File: src/hdl/sisc_pkg.sv
`default_nettype none
package sisc_pkg;

    localparam int PHASE_COUNT = 8;
    localparam int PHASE_W = 3;
    localparam int COIL_W = 4;
    localparam int TABLE_W = 32;
    localparam int CNT_W = 32;
    localparam int REV_W = 16;
    localparam int LIMIT_W = REV_W + 1;
    localparam int STEP_W = 21;
    localparam int REVS_PER_CAL = 3;
    localparam int MID_DIV = 2 * REVS_PER_CAL;
    localparam int RUN_DIV_SHIFT = 3;
    localparam int RUN_FULL_DOSE = 8;

    localparam logic [TABLE_W-1:0] PHASE_TABLE_RESET = 32'h98C4_6231;

    localparam logic [1:0] KIND_TICK = 2'd0;
    localparam logic [1:0] KIND_CAL = 2'd1;
    localparam logic [1:0] KIND_RUN = 2'd2;

    localparam logic [2:0] MODE_IDLE = 3'd0;
    localparam logic [2:0] MODE_SEEK = 3'd1;
    localparam logic [2:0] MODE_INSIDE = 3'd2;
    localparam logic [2:0] MODE_OUTSIDE = 3'd3;
    localparam logic [2:0] MODE_CENTER = 3'd4;
    localparam logic [2:0] MODE_RUN = 3'd5;

    typedef struct packed {
        logic [COIL_W-1:0] coils;
        logic              busy_res;
        logic              calibrated;
        logic [REV_W-1:0]  rev_half_steps;
    } sisc_result_t;

endpackage
`default_nettype wire

File: src/hdl/sisc_if.sv
`default_nettype none
interface sisc_in_if;
    logic       valid;
    logic       ready;
    logic [1:0] kind;
    logic       sensor_level;
    logic [7:0] dose_eighths;

    modport source (output valid, output kind, output sensor_level, output dose_eighths,
                    input ready);
    modport sink (input valid, input kind, input sensor_level, input dose_eighths,
                  output ready);
endinterface

interface sisc_out_if;
    logic        valid;
    logic        ready;
    logic [3:0]  coils;
    logic        busy_res;
    logic        calibrated;
    logic [15:0] rev_half_steps;

    modport source (output valid, output coils, output busy_res, output calibrated,
                    output rev_half_steps, input ready);
    modport sink (input valid, input coils, input busy_res, input calibrated,
                  input rev_half_steps, output ready);
endinterface
`default_nettype wire

File: src/hdl/stepper_index_calibration_sequencer.sv
// Half-step stepper sequencer with index-sensor homing. Every accepted item
// (tick, calibrate or run command) gives exactly one result: the coil pattern,
// busy flag, calibrated flag and measured steps per revolution after that item.
// One item is taken per clock unless the buffer is full; its result is ready in
// the output buffer on the next cycle. The two-entry output buffer sets the
// stall behavior: input is taken while at most one result waits, so a blocked
// output stops the input after two items. Steps-per-revolution and the
// centering offset are kept as running quotients while counting. No clearing
// pass follows reset. Write phase_table only while idle.
`default_nettype none
module stepper_index_calibration_sequencer
    import sisc_pkg::*;
(
    input  wire logic               clk,
    input  wire logic               rst_n,
    sisc_in_if.sink                 in_ch,
    sisc_out_if.source              out_ch,
    input  wire logic               phase_table_we,
    input  wire logic [TABLE_W-1:0] phase_table_wdata
);

    logic         acc;
    logic         can_push;
    sisc_result_t res;

    assign in_ch.ready = can_push;
    assign acc         = in_ch.valid && can_push;

    sisc_core u_core (
        .clk          (clk),
        .rst_n        (rst_n),
        .acc          (acc),
        .kind         (in_ch.kind),
        .sensor_level (in_ch.sensor_level),
        .dose_eighths (in_ch.dose_eighths),
        .cfg_we       (phase_table_we),
        .cfg_wdata    (phase_table_wdata),
        .res          (res)
    );

    sisc_out_buf u_out_buf (
        .clk       (clk),
        .rst_n     (rst_n),
        .push      (acc),
        .push_data (res),
        .can_push  (can_push),
        .out_ch    (out_ch)
    );

endmodule
`default_nettype wire

File: src/hdl/sisc_core.sv
`default_nettype none
module sisc_core
    import sisc_pkg::*;
(
    input  wire logic               clk,
    input  wire logic               rst_n,
    input  wire logic               acc,
    input  wire logic [1:0]         kind,
    input  wire logic               sensor_level,
    input  wire logic [7:0]         dose_eighths,
    input  wire logic               cfg_we,
    input  wire logic [TABLE_W-1:0] cfg_wdata,
    output sisc_result_t            res
);

    logic [TABLE_W-1:0] table_reg;
    logic [2:0]         mode_reg, mode_next;
    logic [PHASE_W-1:0] phase_reg, phase_next;
    logic               last_sensor_reg, last_sensor_next;
    logic [1:0]         rev_count_reg, rev_count_next;
    logic [CNT_W-1:0]   inside_reg, inside_next;
    logic [2:0]         inside_rem_reg, inside_rem_next;
    logic [REV_W-1:0]   inside_q_reg, inside_q_next;
    logic [CNT_W-1:0]   total_reg, total_next;
    logic [1:0]         total_rem_reg, total_rem_next;
    logic [REV_W-1:0]   total_q_reg, total_q_next;
    logic [REV_W-1:0]   rev_steps_reg, rev_steps_next;
    logic [REV_W-1:0]   mid_reg, mid_next;
    logic               cal_reg, cal_next;
    logic [STEP_W-1:0]  step_reg, step_next;
    logic [COIL_W-1:0]  coil_reg, coil_next;

    logic               at_boundary;
    logic [COIL_W-1:0]  coil_step;
    logic [PHASE_W:0]   phase_inc;
    logic [PHASE_W-1:0] phase_step;
    logic               ins_wrap, tot_wrap;
    logic [CNT_W-1:0]   ins_cnt_inc, tot_cnt_inc;
    logic [2:0]         ins_rem_inc;
    logic [1:0]         tot_rem_inc;
    logic [REV_W-1:0]   ins_q_inc, tot_q_inc;
    logic [LIMIT_W-1:0] center_limit;
    logic [STEP_W-1:0]  step_inc;
    logic [STEP_W-1:0]  run_steps;
    logic [1:0]         rev_count_inc;

    assign at_boundary = (phase_reg == '0);
    assign coil_step   = table_reg[{phase_reg, 2'b00} +: COIL_W];
    assign phase_inc   = {1'b0, phase_reg} + (PHASE_W+1)'(1);
    assign phase_step  = (phase_inc >= (PHASE_W+1)'(PHASE_COUNT)) ? '0 : phase_inc[PHASE_W-1:0];

    // running quotients so the divides are ready when counting ends
    assign ins_wrap    = &inside_reg;
    assign ins_cnt_inc = inside_reg + CNT_W'(1);
    always_comb
    begin
        if (ins_wrap)
        begin
            ins_rem_inc = '0;
            ins_q_inc   = '0;
        end
        else if (inside_rem_reg == 3'(MID_DIV - 1))
        begin
            ins_rem_inc = '0;
            ins_q_inc   = inside_q_reg + REV_W'(1);
        end
        else
        begin
            ins_rem_inc = inside_rem_reg + 3'd1;
            ins_q_inc   = inside_q_reg;
        end
    end

    assign tot_wrap    = &total_reg;
    assign tot_cnt_inc = total_reg + CNT_W'(1);
    always_comb
    begin
        if (tot_wrap)
        begin
            tot_rem_inc = '0;
            tot_q_inc   = '0;
        end
        else if (total_rem_reg == 2'(REVS_PER_CAL - 1))
        begin
            tot_rem_inc = '0;
            tot_q_inc   = total_q_reg + REV_W'(1);
        end
        else
        begin
            tot_rem_inc = total_rem_reg + 2'd1;
            tot_q_inc   = total_q_reg;
        end
    end

    assign center_limit  = LIMIT_W'(rev_steps_reg) + LIMIT_W'(mid_reg);
    assign step_inc      = step_reg + STEP_W'(1);
    assign rev_count_inc = rev_count_reg + 2'd1;
    assign run_steps     = ((dose_eighths == '0) || (dose_eighths == 8'(RUN_FULL_DOSE)))
                         ? STEP_W'(rev_steps_reg)
                         : STEP_W'(rev_steps_reg[REV_W-1:RUN_DIV_SHIFT]) * STEP_W'(dose_eighths);

    always_comb
    begin
        mode_next        = mode_reg;
        phase_next       = phase_reg;
        last_sensor_next = last_sensor_reg;
        rev_count_next   = rev_count_reg;
        inside_next      = inside_reg;
        inside_rem_next  = inside_rem_reg;
        inside_q_next    = inside_q_reg;
        total_next       = total_reg;
        total_rem_next   = total_rem_reg;
        total_q_next     = total_q_reg;
        rev_steps_next   = rev_steps_reg;
        mid_next         = mid_reg;
        cal_next         = cal_reg;
        step_next        = step_reg;
        coil_next        = coil_reg;

        if (kind == KIND_TICK)
        begin
            case (mode_reg)
                MODE_SEEK:
                begin
                    if (at_boundary && !sensor_level && last_sensor_reg)
                    begin
                        coil_next = '0;
                        mode_next = MODE_INSIDE;
                    end
                    else
                    begin
                        if (at_boundary)
                        begin
                            last_sensor_next = sensor_level;
                        end
                        coil_next  = coil_step;
                        phase_next = phase_step;
                    end
                end
                MODE_INSIDE:
                begin
                    coil_next      = coil_step;
                    phase_next     = phase_step;
                    total_next     = tot_cnt_inc;
                    total_rem_next = tot_rem_inc;
                    total_q_next   = tot_q_inc;
                    if (at_boundary && sensor_level)
                    begin
                        mode_next = MODE_OUTSIDE;
                    end
                    else
                    begin
                        inside_next     = ins_cnt_inc;
                        inside_rem_next = ins_rem_inc;
                        inside_q_next   = ins_q_inc;
                    end
                end
                MODE_OUTSIDE:
                begin
                    if (at_boundary && !sensor_level && (rev_count_inc == 2'(REVS_PER_CAL)))
                    begin
                        rev_count_next = rev_count_inc;
                        coil_next      = '0;
                        rev_steps_next = total_q_reg;
                        mid_next       = inside_q_reg;
                        cal_next       = 1'b1;
                        step_next      = '0;
                        mode_next      = MODE_CENTER;
                    end
                    else
                    begin
                        coil_next      = coil_step;
                        phase_next     = phase_step;
                        total_next     = tot_cnt_inc;
                        total_rem_next = tot_rem_inc;
                        total_q_next   = tot_q_inc;
                        if (at_boundary && !sensor_level)
                        begin
                            rev_count_next  = rev_count_inc;
                            mode_next       = MODE_INSIDE;
                            inside_next     = ins_cnt_inc;
                            inside_rem_next = ins_rem_inc;
                            inside_q_next   = ins_q_inc;
                        end
                    end
                end
                MODE_CENTER:
                begin
                    coil_next  = coil_step;
                    phase_next = phase_step;
                    step_next  = step_inc;
                    if ((phase_step == '0) && (step_inc > STEP_W'(center_limit)))
                    begin
                        mode_next = MODE_IDLE;
                    end
                end
                MODE_RUN:
                begin
                    if (step_reg == '0)
                    begin
                        coil_next = '0;
                        mode_next = MODE_IDLE;
                    end
                    else
                    begin
                        coil_next  = coil_step;
                        phase_next = phase_step;
                        step_next  = step_reg - STEP_W'(1);
                    end
                end
                default:
                begin
                end
            endcase
        end
        else if (mode_reg == MODE_IDLE)
        begin
            if (kind == KIND_CAL)
            begin
                mode_next        = MODE_SEEK;
                phase_next       = '0;
                last_sensor_next = 1'b0;
                rev_count_next   = '0;
                inside_next      = '0;
                inside_rem_next  = '0;
                inside_q_next    = '0;
                total_next       = '0;
                total_rem_next   = '0;
                total_q_next     = '0;
            end
            else if ((kind == KIND_RUN) && cal_reg)
            begin
                step_next  = run_steps;
                phase_next = '0;
                mode_next  = MODE_RUN;
            end
        end
    end

    assign res.coils          = coil_next;
    assign res.busy_res       = (mode_next != MODE_IDLE);
    assign res.calibrated     = cal_next;
    assign res.rev_half_steps = rev_steps_next;

    always_ff @(posedge clk or negedge rst_n)
    begin
        if (!rst_n)
        begin
            table_reg <= PHASE_TABLE_RESET;
        end
        else if (cfg_we)
        begin
            table_reg <= cfg_wdata;
        end
    end

    always_ff @(posedge clk or negedge rst_n)
    begin
        if (!rst_n)
        begin
            mode_reg        <= MODE_IDLE;
            phase_reg       <= '0;
            last_sensor_reg <= 1'b1;
            rev_count_reg   <= '0;
            inside_reg      <= '0;
            inside_rem_reg  <= '0;
            inside_q_reg    <= '0;
            total_reg       <= '0;
            total_rem_reg   <= '0;
            total_q_reg     <= '0;
            rev_steps_reg   <= '0;
            mid_reg         <= '0;
            cal_reg         <= 1'b0;
            step_reg        <= '0;
            coil_reg        <= '0;
        end
        else if (acc)
        begin
            mode_reg        <= mode_next;
            phase_reg       <= phase_next;
            last_sensor_reg <= last_sensor_next;
            rev_count_reg   <= rev_count_next;
            inside_reg      <= inside_next;
            inside_rem_reg  <= inside_rem_next;
            inside_q_reg    <= inside_q_next;
            total_reg       <= total_next;
            total_rem_reg   <= total_rem_next;
            total_q_reg     <= total_q_next;
            rev_steps_reg   <= rev_steps_next;
            mid_reg         <= mid_next;
            cal_reg         <= cal_next;
            step_reg        <= step_next;
            coil_reg        <= coil_next;
        end
    end

endmodule
`default_nettype wire

File: src/hdl/sisc_out_buf.sv
`default_nettype none
module sisc_out_buf
    import sisc_pkg::*;
(
    input  wire logic         clk,
    input  wire logic         rst_n,
    input  wire logic         push,
    input  wire sisc_result_t push_data,
    output logic              can_push,
    sisc_out_if.source        out_ch
);

    sisc_result_t entry_reg [2];
    logic         wr_ptr_reg, wr_ptr_next;
    logic         rd_ptr_reg, rd_ptr_next;
    logic [1:0]   count_reg, count_next;
    logic         pop;
    sisc_result_t head;

    assign pop      = out_ch.valid && out_ch.ready;
    assign can_push = (count_reg != 2'd2);
    assign head     = entry_reg[rd_ptr_reg];

    assign out_ch.valid          = (count_reg != 2'd0);
    assign out_ch.coils          = head.coils;
    assign out_ch.busy_res       = head.busy_res;
    assign out_ch.calibrated     = head.calibrated;
    assign out_ch.rev_half_steps = head.rev_half_steps;

    assign wr_ptr_next = push ? ~wr_ptr_reg : wr_ptr_reg;
    assign rd_ptr_next = pop ? ~rd_ptr_reg : rd_ptr_reg;
    assign count_next  = count_reg + {1'b0, push} - {1'b0, pop};

    always_ff @(posedge clk)
    begin
        if (push)
        begin
            entry_reg[wr_ptr_reg] <= push_data;
        end
    end

    always_ff @(posedge clk or negedge rst_n)
    begin
        if (!rst_n)
        begin
            wr_ptr_reg <= 1'b0;
            rd_ptr_reg <= 1'b0;
            count_reg  <= 2'd0;
        end
        else
        begin
            wr_ptr_reg <= wr_ptr_next;
            rd_ptr_reg <= rd_ptr_next;
            count_reg  <= count_next;
        end
    end

endmodule
`default_nettype wire
File: src/flat_wrapper.sv
// flat-port wrapper written by rule: the top's interface ports become plain ports
module stepper_index_calibration_sequencer_flat import sisc_pkg::*;
  (clk, rst_n, phase_table_we, phase_table_wdata, in_ch_valid, in_ch_kind, in_ch_sensor_level, in_ch_dose_eighths, in_ch_ready, out_ch_valid, out_ch_coils, out_ch_busy_res, out_ch_calibrated, out_ch_rev_half_steps, out_ch_ready);
  sisc_in_if in_ch_i ();
  sisc_out_if out_ch_i ();
  input  wire logic clk;
  input  wire logic rst_n;
  input  wire logic phase_table_we;
  input  wire logic [TABLE_W-1:0] phase_table_wdata;
  input wire logic [$bits(in_ch_i.valid)-1:0] in_ch_valid;
  input wire logic [$bits(in_ch_i.kind)-1:0] in_ch_kind;
  input wire logic [$bits(in_ch_i.sensor_level)-1:0] in_ch_sensor_level;
  input wire logic [$bits(in_ch_i.dose_eighths)-1:0] in_ch_dose_eighths;
  output wire logic [$bits(in_ch_i.ready)-1:0] in_ch_ready;
  output wire logic [$bits(out_ch_i.valid)-1:0] out_ch_valid;
  output wire logic [$bits(out_ch_i.coils)-1:0] out_ch_coils;
  output wire logic [$bits(out_ch_i.busy_res)-1:0] out_ch_busy_res;
  output wire logic [$bits(out_ch_i.calibrated)-1:0] out_ch_calibrated;
  output wire logic [$bits(out_ch_i.rev_half_steps)-1:0] out_ch_rev_half_steps;
  input wire logic [$bits(out_ch_i.ready)-1:0] out_ch_ready;
  assign in_ch_i.valid = in_ch_valid;
  assign in_ch_i.kind = in_ch_kind;
  assign in_ch_i.sensor_level = in_ch_sensor_level;
  assign in_ch_i.dose_eighths = in_ch_dose_eighths;
  assign in_ch_ready = in_ch_i.ready;
  assign out_ch_valid = out_ch_i.valid;
  assign out_ch_coils = out_ch_i.coils;
  assign out_ch_busy_res = out_ch_i.busy_res;
  assign out_ch_calibrated = out_ch_i.calibrated;
  assign out_ch_rev_half_steps = out_ch_i.rev_half_steps;
  assign out_ch_i.ready = out_ch_ready;
  stepper_index_calibration_sequencer u_core (.clk(clk), .rst_n(rst_n), .in_ch(in_ch_i), .out_ch(out_ch_i), .phase_table_we(phase_table_we), .phase_table_wdata(phase_table_wdata));
endmodule
File: config.mk
export PLATFORM = sky130hd
export DESIGN_NAME = stepper_index_calibration_sequencer_flat
export DESIGN_NICKNAME = d
export VERILOG_FILES = /design/src/hdl/sisc_pkg.sv /design/src/hdl/sisc_if.sv /design/src/hdl/stepper_index_calibration_sequencer.sv /design/src/hdl/sisc_core.sv /design/src/hdl/sisc_out_buf.sv /design/src/flat_wrapper.sv
export SDC_FILE = /design/constraint.sdc
export NUM_CORES = 1
export LEC_CHECK = 0
export ABC_AREA = 1
export BUFFER_PORTS_ARGS = -buffer_cell sky130_fd_sc_hd__buf_2
export CAP_MARGIN = 20
export CORE_UTILIZATION = 50
export CTS_BUF_LIST = sky130_fd_sc_hd__clkbuf_4 sky130_fd_sc_hd__clkbuf_8 sky130_fd_sc_hd__clkbuf_16
export DETAILED_ROUTE_END_ITERATION = 8
export GPL_ROUTABILITY_DRIVEN = 0
export GPL_TIMING_DRIVEN = 0
export MAX_ROUTING_LAYER = met4
export PLACE_DENSITY = 0.76
export SLEW_MARGIN = 20
export SYNTH_ARGS = -nofsm -noshare
export SYNTH_HDL_FRONTEND = slang
export SYNTH_SLANG_ARGS = --single-unit
File: constraint.sdc
create_clock -name clk -period 6.2 [get_ports clk]
set_input_delay 0.31 -clock clk [delete_from_list [all_inputs] [get_ports clk]]
set_output_delay 0.31 -clock clk [all_outputs]
set_load 0.02 [all_outputs]
### Word-level counts from Yosys, hierarchy flattened

Memories as Yosys holds them, arrays and structs flattened.
Cells that the tools add are included.

| operators by class | value |
|---|---|
| add/sub/neg operators | 13 |
| multipliers | 1 |
| $lt $le $gt $ge | 2 |
| eq/ne operators | 27 |
| shift-type cells | 1 |
| muxes and demuxes | 91 |
| bitwise gates (word level) | 2 |
| reductions and logical operators | 32 |

Operators with widths:

| operator | number |
|---|---|
| 32-bit 2-to-1 mux | 8 |
| 16-bit 2-to-1 mux | 15 |
| 21-bit 2-to-1 mux | 7 |
| 32-bit one-hot mux with 2 select lines | 2 |
| 3-bit 2-to-1 mux | 26 |
| 32-bit by 1-bit adder with 32-bit output (second input constant) | 2 |
| 16-bit one-hot mux with 2 select lines | 2 |
| 32-bit AND reduction | 2 |
| 21-bit one-hot mux with 3 select lines | 1 |
| 16-bit by 1-bit adder with 16-bit output (second input constant) | 2 |
| 32-bit by 6-bit indexed part select with 4-bit output | 1 |
| 21-bit by 1-bit adder with 21-bit output (second input constant) | 1 |
| 21-bit by 17-bit > comparator with 1-bit output | 1 |
| 21-bit logical NOT | 1 |
| 13-bit by 8-bit multiplier with 21-bit output | 1 |
| 7-bit AND reduction | 3 |
| 21-bit by 1-bit subtractor with 21-bit output (second input constant) | 1 |
| 2-bit 2-to-1 mux | 10 |
| 3-bit != test (second input constant) | 6 |
| 16-bit by 16-bit adder with 17-bit output | 1 |
| 4-bit 2-to-1 mux | 4 |
| 4-bit one-hot mux with 4 select lines | 1 |
| 3-bit one-hot mux with 5 select lines | 1 |
| 3-bit one-hot mux with 4 select lines | 1 |
| other kinds (33) | 69 |

| storage, ports and cells | value |
|---|---|
| register bits | 204 |
| bits in writable memories | 44 |
| output and inout bits | 24 |
| memories kept | 1 |

Memory list:

| memory | depth | width | read ports | clocked after Yosys merged registers in | wr ports | RTL line | RTL |
|---|---|---|---|---|---|---|---|
| u_core.u_out_buf.entry_reg | 2 | 22 | 1 | 0 | 1 | sisc_out_buf.sv:13 | `sisc_result_t entry_reg [2];` |

### Depth between registers and ports, before layout

| depth | value |
|---|---|
| depth after elaboration | 9 |
| gate-level depth with buffers | 30 |
| mapped depth without buffers | 30 |

### By module

From an unflattened synthesis, not the netlist that was laid out.

| unflattened totals | value |
|---|---|
| cells, all modules | 2435 |
| area, all modules | 18228.7 um2 |

By module, submodules not included:

| module | times used | cells each | area an instance (um2) |
|---|---|---|---|
| sisc_core | 1 | 2289 | 16392.0 |
| sisc_out_buf | 1 | 144 | 1829.3 |
| stepper_index_calibration_sequencer | 1 | 2 | 7.5 |

### Worst setup path before layout

Ideal clock, no wire load.

| timing | value |
|---|---|
| path type | reg-to-reg |
| start point | register u_core.u_core.rev_steps_reg[6] |
| end point | register u_core.u_core.step_reg[14] |
| arrival | 4.234 ns |
| setup slack | 1.902 ns |
| cell stages (with the launch flop) | 17 |
| buffers on the path | 1 |
| cell sequence | dfrtp_1 > clkbuf_1 > nand2_1 > fa_1 > inv_1 > fa_1 > fa_1 > fa_1 > ha_1 > nand2_1 > nor4_1 > a21oi_1 > o21ai_0 > o21ai_0 > o21ai_0 > nand2_1 > nand2_1 |

| on the way | value |
|---|---|
| cells in the longest elaborated chain, start to end | 6 |

RTL lines:

| what | RTL line | RTL |
|---|---|---|
| from (decl) | sisc_core.sv:27 | `logic [REV_W-1:0] rev_steps_reg, rev_steps_next;` |
| from (signal assigned) | sisc_core.sv:289 | `rev_steps_reg <= rev_steps_next;` |
| 13-bit by 8-bit multiplier with 21-bit output | sisc_core.sv:100 | `: STEP_W'(rev_steps_reg[REV_W-1:RUN_DIV_SHIFT]) * STEP_W'(dose_eighths);` |
| 21-bit 2-to-1 mux | sisc_core.sv:99 | `? STEP_W'(rev_steps_reg)` |
| 21-bit 2-to-1 mux | sisc_core.sv:231 | `else if ((kind == KIND_RUN) && cal_reg)` |
| 21-bit 2-to-1 mux | sisc_core.sv:218 | `if (kind == KIND_CAL)` |
| 21-bit 2-to-1 mux | sisc_core.sv:216 | `else if (mode_reg == MODE_IDLE)` |
| 21-bit 2-to-1 mux | sisc_core.sv:120 | `if (kind == KIND_TICK)` |
| to (signal assigned) | sisc_core.sv:292 | `step_reg <= step_next;` |
| to (decl) | sisc_core.sv:30 | `logic [STEP_W-1:0] step_reg, step_next;` |

No other way between the ends. The select of a mux whose other input is x is not followed.
A chain may end at the register's enable or synchronous reset.

### Worst setup path after layout

Ends and elaborated chain as after synthesis.

==> flow_summary.json <==
{
  "cp.arrival_ns": 5.92,
  "drt-met1-wl_um": 20500,
  "cts.sinks": 248,
  "core-area_um2": 35900,
  "netlist_top_cells_area": "dfrtp_1 26%, nand2_1 12%, fa_1 7.3%",
  "worst-r2r-setup-slack_ns": 0.78,
  "ys_seq_elements": 248,
  "relSlewSlack_pct": 29.1,
  "drc": 0,
  "hold_end": "u_core.u_core.table_reg[2]",
  "final_nets": 2712,
  "post_drt_wl_per_cell_um": 17.4,
  "clkLatencyLatePin_ns": 0.56,
  "ios": 72,
  "drive_gt1_share_pct": 9.76,
  "drv_slew": 0,
  "grt_start_max_net_pins": 101,
  "die_w_um": 194,
  "syn_avg_cell_area_um2": 7.74,
  "critPathLaunchType": "flop",
  "die_area_um2": 37600,
  "vias": 17130,
  "yosysUniqueCellTypes": 67,
  "cp-end-kind": "flop",
  "synth_seq_area_share_pct": 35.0,
  "crit_path_max_fanout": 10,
  "top_layer": "met4",
  "postSynth.asyncResetShare_pct": 82.3,
  "powerDensity_nw_per_um2": 311,
  "wl_met2_um": 24600,
  "ant_nets": 0,
  "wl_um": 52100,
  "max_freq_mhz": 184,
  "place_inst": 2914,
  "port_buffers": 70,
  "final_area_um2": 20600,
  "hold_class": "input port to flop",
  "holdPathStages": 2,
  "tns_ns": 0,
  "grt_pass1_wl_um": 84600,
  "final_common_cell": "nand2_1",
  "grt_pass1_vias": 16880,
  "synth_edf_count": 44,
  "grt_use_total_pct": 28.6,
  "p_leak_nw": 9.71,
  "syn_to_final_growth_pct": 12.0,
  "synth_flop_cell": "dfrtp_1",
  "power_w": 0.00642,
  "cp_data_required_time_ns": 6.69,
  "worst-setup-path-type": "flop to flop",
  "hold_path_startpoint": "phase_table_wdata[2]",
  "period_share_pct": 87.5,
  "dr_wl_met3_um": 4220,
  "drv_cap": 0,
  "vdd_ir_drop_max_uv": 260,
  "rsz0062_at_grt": "no",
  "rows": 69,
  "htree_num_levels": 1,
  "clockBufferDepth": 3,
  "finalSetupViolCount": 0,
  "yosysTopAreaCellShare_pct": 25.9,
  "finalCriticalPeriod_ns": 5.42,
  "rr_endpoint": "u_core.u_core.step_reg[14]",
  "r2r_cells": 16,
  "antenna_found_initial": 0,
  "antenna_cells": 0,
  "place_hpwl_um": 39200,
  "hold_violations": 0,
  "synth.largest_area_cell": "dfrtp_1",
  "whs_ns": 0.0151,
  "cts-buffers-inserted": 26,
  "cts_tree": "built",
  "place_area_um2": 19400,
  "root_buffer": "clkbuf_16",
  "largest_reg_flops": 44,
  "gr-total-overflow": 0,
  "vias_per_cell": 5.73,
  "first_pass_iters": 5,
  "die_y_um": 194,
  "layout_common_cells": "602 x nand2_1, 330 x inv_1, 191 x dfrtp_1",
  "synthCells": 2381,
  "rr_startpoint": "u_core.u_core.rev_steps_reg[6]",
  "drtIter0Drc": 1615,
  "status": "finished, final reports clean",
  "synth_warnings": 0,
  "path_clk_slew_ns": 0.07,
  "syn_area_um2": 18400,
  "clock_skew_ns": 0.0207,
  "fin_cells": 2992,
  "crit_start": "u_core.u_core.rev_steps_reg[6]",
  "synthesis.nets": 2582,
  "tightest_slew_ns": 1.06,
  "initial_core_util_pct": 51.3
}
[cells in the mapped netlist, types with 5 or more instances]
library cell / count
nand2_1: 602
inv_1: 330
dfrtp_1: 191
nor2_1: 181
o21ai_0: 179
a21oi_1: 99
nand3_1: 87
ha_1: 86
fa_1: 67
xor2_1: 56
clkbuf_1: 55
nor3_1: 53
edfxtp_1: 44
nand4_1: 42
o31ai_1: 37
mux2_2: 26
xnor2_1: 26
o21ai_1: 23
nor4_1: 16
buf_2: 15
dfstp_2: 13
inv_2: 13
o21a_1: 10
o22ai_1: 10
a221oi_1: 9
nand2_2: 8
nor2_2: 8
nor2_4: 7
o211ai_1: 6
a211oi_1: 5
a22oi_1: 5
a31oi_1: 5
buf_6: 5
nor3_2: 5
[critical path, stage by stage, from the launching register on]
cell      delay (ns)
dfrtp_1         0.44
clkbuf_1        0.62
nand2_1         0.18
fa_1            0.56
inv_1           0.05
fa_1            0.51
fa_1            0.52
fa_1            0.49
ha_1            0.37
nand2_1         0.14
nor4_1          0.44
a21oi_1         0.20
o21ai_0         0.25
o21ai_0         0.10
o21ai_0         0.34
nand2_1         0.10
nand2_1         0.07
[report_power, final]
group	switching, W	leakage (nW)	internal (W)
clock	0.000699	0.445	0.000978
combinational	0.00164	6.17	0.000750
sequential	0.000309	3.09	0.00205
total	0.00264	9.71	0.00378
[worst max-delay path by stage]
stage	end	depth (start not counted)
3_3_place_gp	u_core.u_core.step_reg[14]	16
6_report	u_core.u_core.step_reg[14]	16
5_1_grt	u_core.u_core.step_reg[14]	16
2_1_floorplan	u_core.u_core.step_reg[14]	16
3_5_place_dp	u_core.u_core.step_reg[14]	16
4_1_cts	u_core.u_core.step_reg[14]	16
[cell type report]
class	count	area (um^2)
Fill cell	3157	15300
Sequential cell	248	6440
Timing Repair Buffer	102	716
Multi-Input combinational cell	1706	10300
Clock buffer	29	691
Tap cell	461	577
Clock inverter	19	218
Inverter	347	1310
Buffer	80	369
[metal layers]
metal / vias up / GRT usage, %
li1: 8018 / -
met1: 8125 / 34.7
met2: 778 / 46.5
met3: 209 / 4.64
met4: 0 / 13.6
met5: - / -
[logic make-up (layout without fill, tap and decap cells)]
| kind of cell | count (synthesis) | in the layout | share of synthesized area (%) |
|---|---|---|---|
| simple gates | 1030 | 1030 | 24.2 |
| flops | 248 | 248 | 35.0 |
| mux | 26 | 26 | 1.59 |
| compound gates | 415 | 415 | 13.1 |
| xor+xnor | 82 | 82 | 3.90 |
| fa+ha+maj | 153 | 153 | 13.1 |
| buf+inv | 427 | 577 | 9.10 |
[what timing repair did]
action | in CTS | in global routing
setup endpoints to repair | 0 | 0
setup buffers | 0 | 0
resized for setup | 0 | 0
hold endpoints to repair | 77 | 0
hold buffers | 30 | 0
[through the flow]
stage          setup WS [ns]  utilization [%]
2_1_floorplan           1.90                -
3_3_place_gp           0.999             53.9
3_5_place_dp            1.02             54.1
4_1_cts                0.987             57.5
5_1_grt                0.415             57.5
6_report               0.778             57.5
Power figures use the tool's default switching activity.
